<file path="src/rtl/swhc_pkg.sv">
// Shared types, constants and helpers for the segment windowed hit counter.
// No dependencies.
package swhc_pkg;

	localparam int unsigned DEF_WINDOW_SLOTS  = 8;
	localparam int unsigned DEF_SEGMENT_COUNT = 256;

	localparam logic [15:0] MINUTE_LEN_RST     = 16'd60;
	localparam logic [15:0] TEN_MINUTE_LEN_RST = 16'd600;
	localparam logic [15:0] HOUR_LEN_RST       = 16'd3600;

	// Configuration register indexes
	localparam logic [1:0] CFG_MINUTE     = 2'd0;
	localparam logic [1:0] CFG_TEN_MINUTE = 2'd1;
	localparam logic [1:0] CFG_HOUR       = 2'd2;

	// Commands from the controller to the datapath
	typedef struct packed {
		logic clear;
		logic load;
		logic calc;
		logic head;
		logic slot;
	} swhc_cmd_t;

	// Status from the datapath to the controller
	typedef struct packed {
		logic clear_done;
	} swhc_sts_t;

	function automatic logic [31:0] sat_inc(input logic [31:0] v);
		return (v == 32'hFFFF_FFFF) ? v : v + 32'd1;
	endfunction

endpackage

</file>
<file path="src/rtl/swhc_ctrl.sv">
// Controller state machine: clearing pass, then one request at a time.
// Depends on swhc_pkg.
module swhc_ctrl (
	input  logic                clk,
	input  logic                arst_n,
	input  logic                start,
	input  swhc_pkg::swhc_sts_t sts,
	output swhc_pkg::swhc_cmd_t cmd,
	output logic                busy
);
	import swhc_pkg::*;

	typedef enum logic [4:0] {
		ST_CLEAR = 5'b00001,
		ST_IDLE  = 5'b00010,
		ST_CALC  = 5'b00100,
		ST_HEAD  = 5'b01000,
		ST_SLOT  = 5'b10000
	} state_t;

	state_t state_q, state_d;

	// next state
	always_comb begin
		state_d = state_q;
		unique case (state_q)
			ST_CLEAR: if (sts.clear_done) state_d = ST_IDLE;
			ST_IDLE:  if (start) state_d = ST_CALC;
			ST_CALC:  state_d = ST_HEAD;
			ST_HEAD:  state_d = ST_SLOT;
			ST_SLOT:  state_d = ST_IDLE;
			default:  state_d = ST_CLEAR;
		endcase
	end

	always_ff @(posedge clk or negedge arst_n) begin
		if (!arst_n) begin
			state_q <= ST_CLEAR;
		end else begin
			state_q <= state_d;
		end
	end

	// command decode
	always_comb begin
		cmd.clear = (state_q == ST_CLEAR);
		cmd.load  = (state_q == ST_IDLE) && start;
		cmd.calc  = (state_q == ST_CALC);
		cmd.head  = (state_q == ST_HEAD);
		cmd.slot  = (state_q == ST_SLOT);
	end

	assign busy = (state_q != ST_IDLE);

endmodule

</file>
<file path="config.mk">
export PLATFORM = sky130hd
export DESIGN_NAME = swhc_ctrl
export DESIGN_NICKNAME = d
export VERILOG_FILES = /design/src/rtl/swhc_pkg.sv /design/src/rtl/swhc_ctrl.sv
export SDC_FILE = /design/constraint.sdc
export NUM_CORES = 1
export LEC_CHECK = 0
export BUFFER_PORTS_ARGS = -buffer_cell sky130_fd_sc_hd__buf_2
export CAP_MARGIN = 20
export CELL_PAD_IN_SITES_DETAIL_PLACEMENT = 1
export CELL_PAD_IN_SITES_GLOBAL_PLACEMENT = 2
export CORE_AREA = 2 2 39 41
export DETAILED_ROUTE_END_ITERATION = 8
export DIE_AREA = 0 0 41 43
export PLACE_DENSITY_LB_ADDON = 0.2
export SLEW_MARGIN = 10
export SYNTH_ARGS = -nofsm -noshare
export SYNTH_HDL_FRONTEND = slang
export SYNTH_SLANG_ARGS = --single-unit
</file>
<file path="constraint.sdc">
create_clock -name clk -period 3.8 [get_ports clk]
set_clock_uncertainty 0.15 [all_clocks]
set_input_delay 0.76 -clock clk [delete_from_list [all_inputs] [get_ports clk]]
set_output_delay 0.76 -clock clk [all_outputs]
set_load 0.02 [all_outputs]
</file>
Word-level counts from Yosys, hierarchy flattened:

Cells that the tools add are included.

* bits in registers: 5
* bits in latches: 0
* bits in writable memories: 0
* bits in read-only memories: 0
* input bits: 4
* output and inout bits: 6
* logic and storage cells: 14
* memories: 0

* add/sub/neg operators: 0
* $mul: 0
* div/mod/pow operators: 0
* magnitude comparators: 0
* equality and inequality tests: 8
* shift-type cells: 0
* mux-type cells: 3
* bitwise logic cells: 0
* reductions and logical operators: 2

Operators with widths (number)
* 5-bit one-hot mux with 5 select lines: 1
* 5-bit 2-to-1 mux: 2
* 5-bit by 1-bit equality test with 1-bit output, second input constant: 1
* 5-bit by 2-bit equality test with 1-bit output, second input constant: 1
* 5-bit by 3-bit equality test with 1-bit output, second input constant: 1
* 5-bit by 4-bit equality test with 1-bit output, second input constant: 1
* 5-bit equality test, second input constant: 1
* 5-bit by 2-bit inequality test with 1-bit output, second input constant: 1
* 2-bit inequality test, second input constant: 2
* 2-bit AND reduction: 1
* 1-bit logical AND: 1

Depth between registers and ports, before layout:

Gate-level depths: netlist of the first run.

* depth in word-level cells: 3
* depth in mapped cells: 3
* mapped depth without buffers: 3

Worst setup path before layout of the first run:

Ideal clock, no wire load.

* path type: flip-flop to output port
* start point: register state_q[1]
* end point: output port cmd[1] (netlist bit)
* data arrival time: 1275 ps
* data required time: 2890 ps
* path slack: 1615 ps
* stages on the path, launching flop included: 3
* path buffers: 0
* cell sequence: dfrtp_1 -> nor2_1 -> nor4b_1

RTL lines
* start, declared: RTL line swhc_ctrl.sv:21 `state_t state_q, state_d;`
* start signal, assigned: RTL line swhc_ctrl.sv:40 `state_q <= state_d;`
* end, declared: RTL line swhc_ctrl.sv:8 `output swhc_pkg::swhc_cmd_t cmd,`

==> results by group, run 1 <==
Layout
  • Largest register FFs: 5
  • NumNets Final: 46
  • Share of layout cells above drive strength 1: 0.341
  • Syn-to-layout area delta: 32.7%
  • FF/Latch Area: 126 sq um
  • Number of diodes: 0
  • Area of the multi-input gates: 141 sq um
  • Final core occ: 0.268
  • Largest register by flop count: state_q
  • Filler instances: 171
  • Largest regs: state_q: 5 flops

Routing
  • Drt drc: 0
  • Avg WL per Cell: 12.7 um
  • Via density: 4.60
  • First DRT Iteration DRCs: 0
  • Vias: 262
  • Remaining antenna violation count: 0
  • Final wirelength: 725 um
  • Pre-antenna DRT Iters: 1

Die
  • Core area: 1380 sq um
  • I/O pins: 10
  • Die height: 43 um
  • Die W: 41 um
  • Starting Density: 0.202
  • # rows: 14
  • Die ar.: 1760 sq um

Logic synthesis
  • Synth warn: 0
  • Main combinational cell family by area after synthesis: simple AND/OR/NAND/NOR gates
  • Post-Synth XOR/XNOR Area: 0
  • Post-synth top area share: 0.359
  • Synth area leaders: dfrtp_1 (36%), dfstp_2 (9.4%), nor2_1 (6.7%), and4_1 (6.3%), nor4b_1 (6.3%)
  • Simple-gate area share of the yosys netlist: 0.390
  • Yosys cell types: 16
  • Yosys top cell by area: dfrtp_1
  • Number of synthesized register bits: 5
  • Synth Cell Area: 279 sq um
  • Syn nets: 32
  • Compound-cell area share of the yosys netlist: 0.117
  • Sequential share of the synthesized area: 0.453
  • Mux cell area share after synthesis: 0
  • Mean Syn Cell Area: 9.96 sq um
  • Post-Synth Adder-Cell Area: 0
  • Mapped Cells: 28

Clock tree
  • Clock latency on the worst-skew pair: 0.25 ns
  • Worst-path clk slew: 0.05 ns
  • TritonCTS Buffers: 3
  • Clock sinks: 5
  • # Post-CTS Setup Buffers: 0
  • Cts repair resizes: 0
  • Hold-fix buffers at CTS: 0
  • CTS H-Tree Depth: 1
  • Clock root buffer: clkbuf_4
  • Clock buffer depth: 2
  • CTS tree: built

Pwr
  • Power per standard cell area: 625 nW/um^2
  • Switching Share: 0.369
  • Clk pwr share: 0.281
  • Cell Int Power: 0.146 mW
  • Net Switching: 0.0853 mW
  • Sequential share of power: 0.371
  • Leakage: 0.170 nW
  • Max IR drop VDD: 171 uV
  • Logic pwr share: 0.348

STA
  • Final hold violation count: 0
  • Final period demand of the worst path: 2.26 ns
  • Final worst slack: 1.54 ns
  • Slew HR: 0.805
  • Fin crit share: 0.594
  • Smallest hold slack: 0.169 ns
  • Worst Tran Pin Value: 0.289 ns
  • Peak Freq: 443 MHz
  • Final TNS setup: 0 ns
  • Slew Viols, Final: 0
  • Final setup fails: 0
  • Unrepaired setup endpoints after global routing: no

Flow run
  • MaxCap Viol Count: 0

Run status
  • Outcome: finished, final reports clean

Hold path
  • Hold Path Class: input port to async pin

Worst setup path
  • Cell at the slowest stage of the critical path: dfrtp_1
  • Crit Path Category: flop to primary output
  • Crit path required time: 2.89 ns
  • Crit-path cells: nor2_1 > nand3b_1 > nor2_1 > buf_2
  • Buffers plus inverters on the worst setup path: 1
  • Nature of the critical path endpoint: primary output
  • CP max FO: 6
  • Critical Path Source Type: flop
  • Top delay family on crit path: simple AND/OR/NAND/NOR gates
  • Most frequent CP cell: nor2_1
  • Crit path DAT: 1.35 ns
  • Slowest stage delay, CP: 0.42 ns

Place
  • Port bufs: 9
  • RePlAce Congestion: 0.713
  • Final HPWL DP: 568 um
  • Pre-CTS setup slack: 1.72 ns

GRT
  • Initial antenna violation count: 0
  • Global-route wire length before repair: 1.35 mm
  • Congestion Overflow GR: 0
  • Global Route Usage Sum: 0.117
  • Vias in the first global route: 279
  • Largest net degree at the start of global routing: 8
-- per-layer routing --
| layer | global-route usage | wire length, um | vias to the layer above |
|---|---|---|---|
| met4 | 0.0400 | 0 | 0 |
| met1 | 0.164 | 318 | 124 |
| li1 | - | - | 129 |
| met3 | 0.0838 | 62 | 0 |
| met2 | 0.138 | 343 | 9 |
| met5 | 0 | 0 | - |
-- kinds of logic after synthesis --
logic type,count (synthesis)
flip-flops,5
AO/OA/AOI/OAI,4
buffers and inverters,3
AND/OR/NAND/NOR,16
-- synthesized netlist by cell type --
cell / instances
nor2_1: 5
dfrtp_1: 4
inv_1: 3
and4_1: 2
nand3b_1: 2
nor4b_1: 2
a211oi_1: 1
a311oi_1: 1
and2_4: 1
and4bb_1: 1
dfstp_2: 1
nand2b_1: 1
nor3_1: 1
nor3b_1: 1
o21a_1: 1
o31a_1: 1
-- cells in the final DEF, fill, tap and decap left out --
cell type,count
clkbuf_1,1
dfrtp_1,4
clkbuf_4,3
inv_1,3
dfstp_2,1
a211oi_1,1
buf_2,9
nor3b_1,1
o31a_1,1
nand3b_1,2
o21a_1,1
nor4b_1,2
and4_1,2
and4bb_1,1
nand2b_1,1
nor2_1,5
a311oi_1,1
and2_4,1
nor3_1,1
-- power by group through the flow --
stage | clock (mW) | combinational (mW) | sequential [mW]
final | 0.0650 | 0.0805 | 0.0858
after detailed placement | 0 | 0.0814 | 0.0858
after CTS | 0.0687 | 0.0819 | 0.0857
after floorplan | 0 | 0.0604 | 0.0815
after global routing | 0.0731 | 0.0881 | 0.0904
after global placement | 0 | 0.0803 | 0.0872
-- cell type report --
cell class | count | area share
repair buffers | 9 | 0.122
multi-input cells | 20 | 0.382
flip-flops and latches | 5 | 0.341
inverters | 3 | 0.0304
clock buffers | 4 | 0.0709
well taps | 16 | 0.0541
-- worst register-to-register path, delay by kind of cell, from the launching register on --
family	cells	cell delay [ns]
AO/OA/AOI/OAI	2	0.39
flip-flops	1	0.57
AND/OR/NAND/NOR	1	0.12
-- through the flow --
step           power (mW)  area [sq um]  std cells
2_1_floorplan       0.142           279         28
3_3_place_gp        0.168           344         53
3_5_place_dp        0.167           344         53
4_1_cts             0.236           370         57
5_1_grt             0.252           370         57
6_report            0.231           370         57
-- path summary, 6_finish.rpt --
kind / start / slack, ns / to / cells after the start
worst min register to register: state_q[2] / 0.40 / state_q[4] / 1
worst max-delay path: state_q[2] / 1.54 / cmd[3] / 4
min in group clk: state_q[2] / 0.40 / state_q[4] / 1
worst min-delay path: arst_n / 0.17 / state_q[3] / 1
worst max register to register: state_q[0] / 2.50 / state_q[0] / 3
max in group asynchronous: arst_n / 3.12 / state_q[0] / 1
No activity file was read; power rests on OpenSTA's default activity.
==> run 2, diff against run 1 <==
Clock period 3.8 ns to 2.1 ns, I/O delays scaled along.
==> run 2 against run 1 <==
Compared with the run above:
- non-clock buffer count increased by 1
- combinational power increased by 81%
- via count increased by 0.76%
- die area unchanged
- wire length increased by 0.28%
- largest power group unchanged
==> results by group, run 2 (synthesized netlist as in run 1, its figures left out) <==
Layout
  • Largest register FFs: 5
  • Largest regs: state_q: 5 flops
  • Commonest non-fill, non-tap cell in the layout: buf_2
  • Number of diodes: 0
  • Design Area, Final: 380 sq um
  • Final core occ: 0.275
  • Largest register by flop count: state_q
  • Most frequent cells in the layout: buf_2 (9), nor2_1 (5), dfrtp_1 (4), inv_1 (3), clkbuf_4 (3)
  • Syn-to-layout area delta: 36.3%
  • Share of layout cells above drive strength 1: 0.333
  • NumNets Final: 47

GRT
  • Vias in the first global route: 270
  • Global Route Usage Sum: 0.106
  • Congestion Overflow GR: 0
  • Largest net degree at the start of global routing: 8
  • Initial antenna violation count: 0
  • Global-route wire length before repair: 1.23 mm

STA
  • Slew Viols, Final: 0
  • Slew HR: 0.814
  • Final period demand of the worst path: 1.89 ns
  • Worst Tran Pin Value: 0.276 ns
  • Final TNS setup: 0 ns
  • Fin crit share: 0.902
  • Peak Freq: 528 MHz
  • Final hold violation count: 0
  • Smallest hold slack: 0.304 ns
  • Final setup fails: 0
  • Unrepaired setup endpoints after global routing: no

Pwr
  • Net Switching: 0.153 mW
  • Clk pwr share: 0.275
  • Post-layout total power: 0.419 mW
  • Cell Int Power: 0.265 mW
  • Leakage: 0.174 nW
  • Switching Share: 0.366
  • Power per standard cell area: 1100 nW/um^2
  • Max IR drop VDD: 357 uV
  • Sequential share of power: 0.376
  • Logic pwr share: 0.349

Routing
  • Via density: 4.55
  • Drt drc: 0
  • Pre-antenna DRT Iters: 2
  • Final wirelength: 727 um
  • Avg WL per Cell: 12.5 um
  • Vias: 264
  • First DRT Iteration DRCs: 1
  • Remaining antenna violation count: 0

Worst setup path
  • Crit path DAT: 1.32 ns
  • Critical Path Source Type: flop
  • Crit path required time: 1.53 ns
  • Crit Path Category: flop to primary output
  • CP max FO: 6
  • Nature of the critical path endpoint: primary output

Die
  • Starting Density: 0.202
  • Core area: 1380 sq um
  • Die W: 41 um
  • Die height: 43 um
  • Die ar.: 1760 sq um
  • I/O pins: 10
  • # rows: 14

Clock tree
  • Clock sinks: 5
  • CTS H-Tree Depth: 1
  • Clock latency on the worst-skew pair: 0.24 ns
  • Worst-path clk slew: 0.05 ns
  • CTS tree: built
  • Clock buffer depth: 2
  • TritonCTS Buffers: 3
  • Clock root buffer: clkbuf_4
  • Cts repair resizes: 0

Place
  • Final HPWL DP: 563 um
  • RePlAce Congestion: 0.717
  • Placed inst area: 344 sq um
  • Port bufs: 9

Flow run
  • MaxCap Viol Count: 0

Hold path
  • Hold Path Class: input port to flop

Run status
  • Outcome: finished, final reports clean
-- run 2: final cells by class --
type                    instances  area, sq um
fillers                       166         1000
flip-flops and latches          5          126
multi-input cells              20          141
inverters                       3         11.3
well taps                      16         20.0
clock buffers                   4         26.3
repair buffers                 10         55.1
-- run 2: through the flow --
step                      setup WS, ns  cells
after floorplan                  0.255     28
after global routing            0.0719     58
after CTS                        0.201     58
after detailed placement         0.462     53
after global placement           0.458     53
final                            0.205     58
-- run 2: timing repair --
item,4_1_cts,5_1_grt
hold buffers,1,0
setup buffers,0,0
hold endpoints to repair,4,0
-- run 2: layer usage --
metal,GRT usage,vias up,share of wire
met5,0,-,0
met4,0.0600,0,0.014
met3,0.0314,2,0.041
met2,0.134,7,0.44
met1,0.152,124,0.50
li1,-,131,-
-- run 2: worst max-delay path, cell delays in order, from the launching register on --
cell and delay [ns]:
dfrtp_1 0.42, nor2_1 0.25, nand3b_1 0.15, nor2_1 0.10
buf_2 0.17
-- run 2: path summary, 6_finish.rpt --
kind | from | endpoint | slack [ns] | cells after the start
setup / recovery | state_q[2] | cmd[3] | 0.21 | 4
hold / removal | start | state_q[2] | 0.30 | 3
setup reg to reg | state_q[0] | state_q[0] | 0.80 | 3
hold reg to reg | state_q[2] | state_q[4] | 0.38 | 1
max in group asynchronous | arst_n | state_q[0] | 1.20 | 2
min in group asynchronous | arst_n | state_q[3] | 0.38 | 2
-- run 2: power by group through the flow --
| stage | combinational [mW] | sequential (mW) | clock (mW) |
|---|---|---|---|
| finish | 0.146 | 0.157 | 0.115 |
| global route | 0.163 | 0.164 | 0.125 |
| CTS | 0.149 | 0.156 | 0.120 |
| detailed placement | 0.146 | 0.158 | 0 |
| global placement | 0.148 | 0.159 | 0 |
| floorplan | 0.109 | 0.147 | 0 |
